<file path="src/design/bhq_pkg.sv">
// Shared constants and types for the bitcrush hold quantizer.
`timescale 1ns / 1ps

package bhq_pkg;

   localparam int SAMPLE_BITS    = 24;
   localparam int MAX_QUANT_BITS = 16;
   localparam int PHASE_BITS     = 24;
   localparam int STEP_BITS      = PHASE_BITS + 1;
   localparam int QBITS_W        = 5;
   localparam int CSR_DATA_W     = STEP_BITS;
   localparam int CSR_IDX_W      = 1;
   localparam int FIFO_DEPTH     = 2;

   localparam logic [CSR_IDX_W-1:0] CSR_PHASE_STEP = 1'd0;
   localparam logic [CSR_IDX_W-1:0] CSR_QUANT_BITS = 1'd1;

   localparam logic [STEP_BITS-1:0] STEP_RESET  = STEP_BITS'(1) << PHASE_BITS;
   localparam logic [QBITS_W-1:0]   QBITS_RESET = QBITS_W'(16);

   typedef logic signed [SAMPLE_BITS-1:0] sample_type;
   typedef logic [QBITS_W-1:0]            qbits_type;

   typedef struct packed {
      sample_type left;
      sample_type right;
   } frame_type;

endpackage

</file>
<file path="src/design/bitcrush_hold_quantizer.sv">
// Top level of the bitcrush hold quantizer: control registers and block wiring.
`timescale 1ns / 1ps
// Path: a pushed frame passes through the queue, the multiply stage, the fraction
//   stage and the output register before it can be popped.
// Throughput: up to one frame per clock; the two-entry queue and the output
//   register let the front end and the quantizer stall independently.
// Reset (synchronous, active high): phase and holds clear to zero, phase_step
//   returns to one full step per frame, quant_bits to 16, all queues empty.

module bitcrush_hold_quantizer import bhq_pkg::*; (
   input  logic                  clock,
   input  logic                  reset,
   input  logic                  req_push,
   output logic                  req_full,
   input  sample_type            req_left_sample,
   input  sample_type            req_right_sample,
   input  logic                  req_stereo,
   output logic                  rsp_empty,
   input  logic                  rsp_pop,
   output sample_type            rsp_left_out,
   output sample_type            rsp_right_out,
   input  logic                  csr_wr_en,
   input  logic [CSR_IDX_W-1:0]  csr_index,
   input  logic [CSR_DATA_W-1:0] csr_wdata
);

   logic [STEP_BITS-1:0] phase_step_ff;
   qbits_type            quant_bits_ff;
   logic                 req_beat;
   frame_type            front_frame;
   frame_type            fifo_frame;
   logic                 fifo_full, fifo_empty, fifo_pop;

   // Control regs; software must write only while block is idle; unchecked.
   always_ff @(posedge clock) begin
      if (reset) begin
         phase_step_ff <= STEP_RESET;
         quant_bits_ff <= QBITS_RESET;
      end else if (csr_wr_en) begin
         case (csr_index)
            CSR_PHASE_STEP: phase_step_ff <= csr_wdata[STEP_BITS-1:0];
            CSR_QUANT_BITS: quant_bits_ff <= csr_wdata[QBITS_W-1:0];
            default: ;
         endcase
      end
   end

   // A request beat advances the phase and pushes the held frame.
   assign req_beat = req_push && !fifo_full;
   assign req_full = fifo_full;

   bhq_front u_front (
      .clock        (clock),
      .reset        (reset),
      .phase_step   (phase_step_ff),
      .push         (req_beat),
      .left_sample  (req_left_sample),
      .right_sample (req_right_sample),
      .stereo       (req_stereo),
      .frame_out    (front_frame)
   );

   // Decouple the hold logic from the quantizer pipeline.
   bhq_fifo u_fifo (
      .clock     (clock),
      .reset     (reset),
      .push      (req_beat),
      .push_data (front_frame),
      .full      (fifo_full),
      .pop       (fifo_pop),
      .pop_data  (fifo_frame),
      .empty     (fifo_empty)
   );

   // Quantize both channels and hold the result until popped.
   bhq_back u_back (
      .clock         (clock),
      .reset         (reset),
      .quant_bits    (quant_bits_ff),
      .fifo_empty    (fifo_empty),
      .fifo_data     (fifo_frame),
      .fifo_pop      (fifo_pop),
      .rsp_empty     (rsp_empty),
      .rsp_pop       (rsp_pop),
      .rsp_left_out  (rsp_left_out),
      .rsp_right_out (rsp_right_out)
   );

endmodule

</file>
<file path="src/design/bhq_front.sv">
// Front end: phase accumulator and sample-and-hold registers.
`timescale 1ns / 1ps

module bhq_front import bhq_pkg::*; (
   input  logic                 clock,
   input  logic                 reset,
   input  logic [STEP_BITS-1:0] phase_step,
   input  logic                 push,
   input  sample_type           left_sample,
   input  sample_type           right_sample,
   input  logic                 stereo,
   output frame_type            frame_out
);

   localparam int SUM_W = STEP_BITS + 1;

   logic [PHASE_BITS-1:0] phase_acc_ff, phase_acc_in;
   sample_type            hold_left_ff, hold_left_in;
   sample_type            hold_right_ff, hold_right_in;
   logic [SUM_W-1:0]      phase_sum;
   logic                  tick;

   always_comb begin
      phase_sum    = SUM_W'(phase_acc_ff) + SUM_W'(phase_step);
      tick         = phase_sum[SUM_W-1:PHASE_BITS] != '0;
      phase_acc_in = phase_sum[PHASE_BITS-1:0];
      // latch on wrap; a mono frame copies left into both holds
      hold_left_in  = tick ? left_sample : hold_left_ff;
      hold_right_in = tick ? (stereo ? right_sample : left_sample) : hold_right_ff;
   end

   assign frame_out.left  = hold_left_in;
   assign frame_out.right = hold_right_in;

   always_ff @(posedge clock) begin
      if (reset) begin
         phase_acc_ff  <= '0;
         hold_left_ff  <= '0;
         hold_right_ff <= '0;
      end else if (push) begin
         phase_acc_ff  <= phase_acc_in;
         hold_left_ff  <= hold_left_in;
         hold_right_ff <= hold_right_in;
      end
   end

endmodule

</file>
<file path="src/design/bhq_fifo.sv">
// Short frame queue between the front end and the quantizer.
`timescale 1ns / 1ps

module bhq_fifo import bhq_pkg::*; (
   input  logic      clock,
   input  logic      reset,
   input  logic      push,
   input  frame_type push_data,
   output logic      full,
   input  logic      pop,
   output frame_type pop_data,
   output logic      empty
);

   localparam int PTR_W = (FIFO_DEPTH > 1) ? $clog2(FIFO_DEPTH) : 1;
   localparam int CNT_W = $clog2(FIFO_DEPTH + 1);

   frame_type        mem_ff [FIFO_DEPTH];
   logic [PTR_W-1:0] wr_ptr_ff, wr_ptr_in;
   logic [PTR_W-1:0] rd_ptr_ff, rd_ptr_in;
   logic [CNT_W-1:0] count_ff, count_in;
   logic             do_push, do_pop;

   assign full     = count_ff == CNT_W'(FIFO_DEPTH);
   assign empty    = count_ff == '0;
   assign do_push  = push && !full;
   assign do_pop   = pop && !empty;
   assign pop_data = mem_ff[rd_ptr_ff];

   always_comb begin
      wr_ptr_in = do_push ? wr_ptr_ff + PTR_W'(1) : wr_ptr_ff;
      rd_ptr_in = do_pop ? rd_ptr_ff + PTR_W'(1) : rd_ptr_ff;
      count_in  = count_ff;
      if (do_push && !do_pop) begin
         count_in = count_ff + CNT_W'(1);
      end else if (do_pop && !do_push) begin
         count_in = count_ff - CNT_W'(1);
      end
   end

   always_ff @(posedge clock) begin
      if (do_push) begin
         mem_ff[wr_ptr_ff] <= push_data;
      end
   end

   always_ff @(posedge clock) begin
      if (reset) begin
         wr_ptr_ff <= '0;
         rd_ptr_ff <= '0;
         count_ff  <= '0;
      end else begin
         wr_ptr_ff <= wr_ptr_in;
         rd_ptr_ff <= rd_ptr_in;
         count_ff  <= count_in;
      end
   end

endmodule

</file>
<file path="src/design/bhq_back.sv">
// Back end: three-stage quantizer pipeline whose last stage is the output register.
`timescale 1ns / 1ps

module bhq_back import bhq_pkg::*; (
   input  logic      clock,
   input  logic      reset,
   input  qbits_type quant_bits,
   input  logic      fifo_empty,
   input  frame_type fifo_data,
   output logic      fifo_pop,
   output logic      rsp_empty,
   input  logic      rsp_pop,
   output sample_type rsp_left_out,
   output sample_type rsp_right_out
);

   localparam int LANES     = 2;
   localparam int PROD_W    = SAMPLE_BITS + MAX_QUANT_BITS;
   localparam int REP_STEPS = $clog2(SAMPLE_BITS);
   localparam int SHIFT_W   = $clog2(MAX_QUANT_BITS * (1 << (REP_STEPS - 1)) + 1);
   localparam logic [SAMPLE_BITS-1:0] MAX_POS = {1'b0, {(SAMPLE_BITS-1){1'b1}}};
   localparam logic [PROD_W:0] HALF_LSB = (PROD_W+1)'(1) << (SAMPLE_BITS - 2);

   // Fraction n/L with L = 2^b - 1 is n's b-bit pattern repeated; build it by doubling.
   function automatic logic [PROD_W-1:0] repeat_fill(
      input logic [MAX_QUANT_BITS-1:0] n,
      input qbits_type                 b
   );
      logic [PROD_W-1:0]  r;
      logic [SHIFT_W-1:0] sh;
      r = {n, (PROD_W - MAX_QUANT_BITS)'(0)} << (qbits_type'(MAX_QUANT_BITS) - b);
      for (int k = 0; k < REP_STEPS; k++) begin
         sh = SHIFT_W'(b) << k;
         r  = r | (r >> sh);
      end
      return r;
   endfunction

   qbits_type                 bits_eff;
   logic [MAX_QUANT_BITS-1:0] levels;

   logic                   s1_vld_ff, s2_vld_ff, out_vld_ff;
   logic                   out_load, s2_load, s2_free, s1_free;
   logic [PROD_W-1:0]      s1_prod_ff [LANES];
   logic [PROD_W-1:0]      s1_prod_in [LANES];
   logic                   s1_neg_ff  [LANES];
   logic                   s1_neg_in  [LANES];
   logic [SAMPLE_BITS-1:0] s2_frac_ff [LANES];
   logic [SAMPLE_BITS-1:0] s2_frac_in [LANES];
   logic                   s2_neg_ff  [LANES];
   sample_type             out_ff     [LANES];
   sample_type             out_in     [LANES];
   sample_type             lane_raw   [LANES];

   always_comb begin
      if (quant_bits == '0) begin
         bits_eff = qbits_type'(1);
      end else if (quant_bits > qbits_type'(MAX_QUANT_BITS)) begin
         bits_eff = qbits_type'(MAX_QUANT_BITS);
      end else begin
         bits_eff = quant_bits;
      end
      levels = MAX_QUANT_BITS'((MAX_QUANT_BITS+1)'(1) << bits_eff) - MAX_QUANT_BITS'(1);
   end

   // handshake through the stages
   assign out_load = s2_vld_ff && (!out_vld_ff || rsp_pop);
   assign s2_free  = !s2_vld_ff || out_load;
   assign s2_load  = s1_vld_ff && s2_free;
   assign s1_free  = !s1_vld_ff || s2_load;
   assign fifo_pop = !fifo_empty && s1_free;

   assign lane_raw[0] = fifo_data.left;
   assign lane_raw[1] = fifo_data.right;

   always_comb begin
      logic [SAMPLE_BITS-1:0]    mag;
      logic [PROD_W:0]           rnd;
      logic [MAX_QUANT_BITS-1:0] n;
      logic [PROD_W-1:0]         rep;
      logic [SAMPLE_BITS:0]      qsum;
      logic [SAMPLE_BITS-1:0]    q;
      for (int i = 0; i < LANES; i++) begin
         // stage 1: magnitude times level count
         s1_neg_in[i]  = lane_raw[i][SAMPLE_BITS-1];
         mag           = s1_neg_in[i] ? SAMPLE_BITS'(-lane_raw[i]) : SAMPLE_BITS'(lane_raw[i]);
         s1_prod_in[i] = PROD_W'(mag) * PROD_W'(levels);
         // stage 2: round to level index, expand n/L as a binary fraction
         rnd           = (PROD_W+1)'(s1_prod_ff[i]) + HALF_LSB;
         n             = rnd[SAMPLE_BITS-1 +: MAX_QUANT_BITS];
         rep           = repeat_fill(n, bits_eff);
         s2_frac_in[i] = rep[PROD_W-1 -: SAMPLE_BITS];
         // stage 3: round to Q1.23, saturate, restore sign
         qsum = (SAMPLE_BITS+1)'(s2_frac_ff[i]) + (SAMPLE_BITS+1)'(1);
         q    = qsum[SAMPLE_BITS:1];
         if (s2_neg_ff[i]) begin
            out_in[i] = sample_type'(-q);
         end else if (q > MAX_POS) begin
            out_in[i] = sample_type'(MAX_POS);
         end else begin
            out_in[i] = sample_type'(q);
         end
      end
   end

   always_ff @(posedge clock) begin
      for (int i = 0; i < LANES; i++) begin
         if (fifo_pop) begin
            s1_prod_ff[i] <= s1_prod_in[i];
            s1_neg_ff[i]  <= s1_neg_in[i];
         end
         if (s2_load) begin
            s2_frac_ff[i] <= s2_frac_in[i];
            s2_neg_ff[i]  <= s1_neg_ff[i];
         end
         if (out_load) begin
            out_ff[i] <= out_in[i];
         end
      end
   end

   always_ff @(posedge clock) begin
      if (reset) begin
         s1_vld_ff  <= 1'b0;
         s2_vld_ff  <= 1'b0;
         out_vld_ff <= 1'b0;
      end else begin
         if (s1_free) begin
            s1_vld_ff <= fifo_pop;
         end
         if (s2_free) begin
            s2_vld_ff <= s2_load;
         end
         if (!out_vld_ff || rsp_pop) begin
            out_vld_ff <= out_load;
         end
      end
   end

   assign rsp_empty     = !out_vld_ff;
   assign rsp_left_out  = out_ff[0];
   assign rsp_right_out = out_ff[1];

endmodule
</file>
<file path="config.mk">
export PLATFORM = sky130hd
export DESIGN_NAME = bitcrush_hold_quantizer
export DESIGN_NICKNAME = d
export VERILOG_FILES = /design/src/design/bhq_pkg.sv /design/src/design/bitcrush_hold_quantizer.sv /design/src/design/bhq_front.sv /design/src/design/bhq_fifo.sv /design/src/design/bhq_back.sv
export SDC_FILE = /design/constraint.sdc
export NUM_CORES = 2
export LEC_CHECK = 0
export CAP_MARGIN = 25
export CORE_UTILIZATION = 55
export DETAILED_ROUTE_END_ITERATION = 6
export DONT_BUFFER_PORTS = 1
export GPL_TIMING_DRIVEN = 0
export PLACE_DENSITY = 0.73
export SYNTH_ARGS = -nofsm -noshare
export SYNTH_HDL_FRONTEND = slang
export SYNTH_SLANG_ARGS = --single-unit
</file>
<file path="constraint.sdc">
create_clock -name clock -period 12.3 [get_ports clock]
set_clock_uncertainty 0.15 [all_clocks]
set_input_delay 2.46 -clock clock [delete_from_list [all_inputs] [get_ports clock]]
set_output_delay 2.46 -clock clock [all_outputs]
set_load 0.005 [all_outputs]
</file>
Yosys cells after proc, flatten, opt, wreduce, memory -nomap -nowiden. Memories as Yosys holds them, arrays and structs flattened. A register that Yosys moved wholly into a read port is not among the register bits. Cells that the tools add are included.

Output and inout port bits: 50. Word-level logic and storage cells: 109. Bits in registers: 109. Memories kept: 6. Bits in latches: 0. Bits in writable memories: 276. Input port bits: 80. Memory bits (read-only): 0.

Bitwise gates (word level): 11. Add/sub/neg operators: 15. Eq/ne operators: 1. Multipliers: 2. Mux-type cells: 23. Reductions and logical operators: 24. Order comparisons: 3. Shift operators: 13. Div/mod/pow operators: 0.

Memories: u_fifo.mem_ff (depth 2, width 48, rd ports 1, clocked after memory_dff 1, write ports 1, RTL line bhq_fifo.sv:18) `frame_type mem_ff [FIFO_DEPTH];`; u_back.s1_prod_ff (depth 2, width 40, rd ports 2, clocked after memory_dff 0, write ports 2, RTL line bhq_back.sv:44) `logic [PROD_W-1:0] s1_prod_ff [LANES];`; u_back.out_ff (depth 2, width 24, rd ports 2, clocked after memory_dff 0, write ports 2, RTL line bhq_back.sv:51) `sample_type out_ff [LANES];`; u_back.s2_frac_ff (depth 2, width 24, rd ports 2, clocked after memory_dff 0, write ports 2, RTL line bhq_back.sv:48) `logic [SAMPLE_BITS-1:0] s2_frac_ff [LANES];`; u_back.s1_neg_ff (depth 2, width 1, rd ports 2, clocked after memory_dff 0, write ports 2, RTL line bhq_back.sv:46) `logic s1_neg_ff [LANES];`; u_back.s2_neg_ff (depth 2, width 1, rd ports 2, clocked after memory_dff 0, write ports 2, RTL line bhq_back.sv:50) `logic s2_neg_ff [LANES];`.

Operator list (count): bitwise OR 40 bit (10); two-way mux 24 bit (9); negator 24 bit (4); multiplier 24 x 16 -> 40 bit (2); left shift 40 x 5 -> 40 bit (2); >> shifter 40 x 5 -> 40 bit (2); >> shifter 40 x 6 -> 40 bit (2); >> shifter 40 x 7 -> 40 bit (2); >> shifter 40 x 8 -> 40 bit (2); >> shifter 40 x 9 -> 40 bit (2); adder 39 x 23 -> 39 bit (second input constant) (2); adder 24 x 1 -> 25 bit (second input constant) (2); greater-than comparator 24 x 23 -> 1 bit (second input constant) (2); adder 24 x 25 -> 26 bit (1); left shift 1 x 5 -> 16 bit (first input constant) (1); subtractor 16 x 2 -> 16 bit (second input constant) (1); two-way mux 1 bit (10); two-way mux 5 bit (2); logical AND 1 bit (8); logical NOT 1 bit (7); greater-than comparator 5 bit (second input constant) (1); logical NOT 5 bit (1); subtractor 5 bit (first input constant) (1); two-way mux 2 bit (2); other kinds (9) (14).

Depth between registers and ports, before layout.
Depth in word-level cells: 15. Depth in mapped cells: 51.

Cells and area by module. A second synthesis with hierarchy kept.

Cell total of the unflattened synthesis: 5410. Area, all modules: 47351.7 µm².

Modules (own cells, without submodules): bhq_back (instances 1, area each 37300.8 µm², cells each 4533); bhq_front (instances 1, area each 4943.5 µm², cells each 572); bhq_fifo (instances 1, area each 3681.0 µm², cells each 174); bitcrush_hold_quantizer (instances 1, area each 1426.4 µm², cells each 131).

Least setup slack after synthesis. OpenSTA, ideal clock, no wires.

Path kind: register to register. Start point: register quant_bits_ff[4]. End point: memory u_back.s1_prod_ff[0][78] in the netlist's numbering, data pin. Cell stages (with the launch flop): 50. Arrival time: 11.700 ns. Buffers on the path: 15. Setup time: 0.260 ns. Path slack: 0.190 ns. Clock period less this slack: 12.110 ns. Path through: dfxtp_1 nor2b_1 clkbuf_1 nor2_2 buf_6 buf_6 buf_6 buf_2 buf_1 clkbuf_1 buf_1 buf_1 clkbuf_1 ha_1 ha_1 and2_1 clkbuf_1 inv_1 [... 14 more ...] fa_1 fa_1 inv_1 fa_1 inv_1 ha_1 a21o_1 a211o_1 a2111oi_0 a311oi_1 a41o_1 a21oi_1 a311oi_1 o31a_1 o21a_1 or2_2 a21oi_1 xnor2_1.

RTL lines: from (decl) (RTL line bitcrush_hold_quantizer.sv:28) `qbits_type quant_bits_ff;`; from (signal assigned) (RTL line bitcrush_hold_quantizer.sv:42) `CSR_QUANT_BITS: quant_bits_ff <= csr_wdata[QBITS_W-1:0];`; to (decl) (RTL line bhq_back.sv:44).

==> out/metrics.csv <==
stage,metric,value,unit
floorplanning,start_util,0.557,
route,finalWirelength,172,mm
worst_hold_path,hold_class,flop to flop,
floorplanning,core,83800,µm²
floorplanning,die_area,86000,µm²
clocking,clkTransAtPathRegs,0.07,ns
global_route,grt_pass1_wl,258,mm
clocking,cts_tree,done,
yosys,synth_flop_cell,edfxtp_1,
final_layout,layout-drive-gt1-share,0.0685,
clocking,cts_buffers,39,
setup_path,crit_slowest_cell,fa_1,
place,post_dp_cell_area,48400,µm²
yosys,synth_edf_count,230,
yosys,synth-async-reset-ratio,0,
clocking,clock_path_buffers,3,
setup_path,r2r-start,quant_bits_ff[4],
global_route,first_global_vias,41300,
yosys,yosys_warnings,0,
floorplanning,rows,106,
route,drc_errors,0,
yosys,syn_nets,6372,
global_route,grt_max_degree,40,
route,dr.pass1.iters,6,
setup_path,r2r-end,u_back.s1_prod_ff[0][38],
sta,setup_violations,0,
yosys,avgSynthCellArea,8.59,µm²
yosys,syn-cell-area,46700,µm²
sta,fin_crit_sh,0.978,
setup_path,startpoint_type,flop,
worst_hold_path,hp-start,u_back.s1_neg_ff[0][0],
final_layout,finalNetCount,6431,
clocking,clockRootBuffer,clkbuf_16,
place,post-dp-hpwl,139,mm
floorplanning,die_x,293,µm
route,routed_via_density,6.22,
floorplanning,ios,130,
job,drv_cap,0,
yosys,ys_seq_elements,340,
floorplanning,die_h,293,µm
route,drt_iter0_markers,4068,
yosys,netlist_instances,5431,
yosys,synthDistinctLibCells,104,
setup_path,r2r_slack,0.27,ns
setup_path,path_max_fanout,19,
setup_path,path_common_cell,fa_1,
setup_path,critical_path.max_stage_delay,0.58,ns
setup_path,cp-end-kind,flop,
route,vias,41400,
sta,finalCriticalPeriod,12.03,ns
sta,relSlewSlack,0.217,
final_layout,final_cells,6655,
sta,fin_tns_setup,0,ns
sta,hold_viol_final,0,
global_route,track_usage,0.403,
place,io_buffers,0,
final_layout,final_area,50400,µm²
worst_hold_path,hold_end,u_back.s2_neg_ff[0][0],
global_route,grt_overflow,0,
worst_hold_path,min_delay_path_depth,0,
place,routabilityCongestion,1.06,
yosys,ys_seq_area_frac,0.195,
status,status,finished clean,
clocking,htreeDepth,2,
sta,slew_violations,0,
setup_path,worstPathRequired,12.49,ns
setup_path,rr_worst_depth,43,
sta,rsz0062_at_grt,false,
sta,max_slew.worst_pin.slew,1.17,ns
route,final_antenna_net_count,0,
setup_path,cp.arrival,12.22,ns
final_layout,syn_to_final_growth,8.00,%
clocking,worstSkewPairLatency,0.60,ns
setup_path,path_class,flop to flop,
route,avgRoutedWirePerCell,25.9,µm
clocking,clock_sinks,340,
global_route,antenna_found_initial,6,
place,dp.cells,6591,
sta,max_freq,83.1,MHz
## registers in the layout, indices dropped and copies added (netlist names), named ones only
register / cells
u_fifo.mem_ff: 96
u_fifo.wr_ptr_ff: 1
u_back.s1_neg_ff: 2
u_back.s2_frac_ff: 48
u_front.phase_acc_ff: 24
u_front.hold_left_ff: 24
phase_step_ff: 25
u_back.s2_vld_ff: 1
u_fifo.rd_ptr_ff: 1
u_back.s1_prod_ff: 34
u_fifo.count_ff: 2
u_back.s1_vld_ff: 1
quant_bits_ff: 5
u_back.out_vld_ff: 1
u_back.s2_neg_ff: 2
u_front.hold_right_ff: 24
u_back.out_ff: 48
## layer usage
layer	vias to the layer above	track usage	share of wire
met4	4	0.254	0.077
met5	-	0	0.00019
met3	670	0.0741	0.089
met1	20400	0.494	0.37
li1	18000	-	-
met2	2360	0.658	0.46
## critical path: cells and delay by family, from the launching register on
family | cells | cell delay, ns
and+or+nand+nor | 8 | 1.84
DFF | 1 | 0.40
AOI/OAI and AO/OA | 10 | 2.22
xor gates and xnor gates | 1 | 0.13
buffers and inverters | 14 | 2.87
adders and majority gates | 10 | 4.10
## layout by cell type, fill, tap and decap left out, types with 30 or more instances in the layout
master,n
a211oi_1,38
a21o_1,41
a21oi_1,279
a22oi_1,32
and2_1,130
and3_1,30
clkbuf_1,183
clkbuf_16,39
clkbuf_2,30
dfxtp_1,109
edfxtp_1,230
fa_1,609
ha_1,246
inv_1,769
mux2_2,83
mux2i_1,78
nand2_1,876
nand2b_1,60
nand3_1,108
nand4_1,44
nor2_1,391
nor3_1,105
o21ai_0,153
or3_1,43
xnor2_1,135
xor2_1,76
## worst max-delay path by stage
| stage | start | endpoint | slack [ns] | cells past startpoint |
|---|---|---|---|---|
| 5_1_grt | quant_bits_ff[4] | u_back.s1_prod_ff[0][38] | 0.03 | 43 |
| 4_1_cts | quant_bits_ff[4] | u_back.s1_prod_ff[0][78] | 0.02 | 46 |
| 6_report | quant_bits_ff[4] | u_back.s1_prod_ff[0][38] | 0.27 | 43 |
| 3_3_place_gp | quant_bits_ff[4] | u_back.s1_prod_ff[0][78] | -5.95 | 49 |
| 2_1_floorplan | quant_bits_ff[4] | u_back.s1_prod_ff[0][78] | 0.19 | 49 |
| 3_5_place_dp | quant_bits_ff[4] | u_back.s1_prod_ff[0][78] | -5.09 | 51 |
## through the flow
| stage | worst slack [ns] | hold slack [ns] | util |
|---|---|---|---|
| final | 0.268 | 0.276 | 0.601 |
| after global routing | 0.0264 | 0.297 | 0.601 |
| after CTS | 0.0163 | 0.283 | 0.599 |
| after detailed placement | -5.09 | 0.267 | 0.578 |
| after global placement | -5.95 | 0.255 | 0.574 |
| after floorplan | 0.190 | 0.250 | - |
## layout make-up
| cell class | count | area, µm² |
|---|---|---|
| Sequential cell | 340 | 9110 |
| Buffer | 263 | 1220 |
| Inverter | 776 | 2920 |
| Clock buffer | 43 | 1000 |
| Fill cell | 7433 | 33400 |
| Multi-Input combinational cell | 4033 | 33900 |
| Tap cell | 1134 | 1420 |
| Clock inverter | 28 | 424 |
| Timing Repair Buffer | 37 | 422 |
| Antenna cell | 1 | 2.50 |
## cell families (layout without fill, tap and decap cells)
group | Yosys count | after routing | share of synthesized area
AOI/OAI and AO/OA | 864 | 864 | 0.122
xor gates and xnor gates | 226 | 226 | 0.0424
adders and majority gates | 862 | 862 | 0.329
buffers and inverters | 1058 | 1147 | 0.0864
DFF | 340 | 340 | 0.195
muxes | 168 | 168 | 0.0401
other | 0 | 1 | 0
and+or+nand+nor | 1913 | 1913 | 0.185
## repair_timing
action	4_1_cts	5_1_grt
buffers inserted	5	0
pin swaps	2	1
setup endpoints to repair	34	18
hold buffers	0	0
resized for setup	118	61
## Yosys cell counts, types with 109 or more instances
cell,n,share of area
nand2_1,880,0.071
inv_1,771,0.062
fa_1,609,0.26
nor2_1,395,0.032
a21oi_1,285,0.031
ha_1,252,0.068
clkbuf_1,241,0.019
edfxtp_1,230,0.15
o21ai_0,154,0.017
xnor2_1,143,0.027
and2_1,131,0.018
dfxtp_1,110,0.047
nand3_1,109,0.012
Power is not shown: default switching activity piles up to over one toggle a cycle in this logic, so the estimate is an artifact.
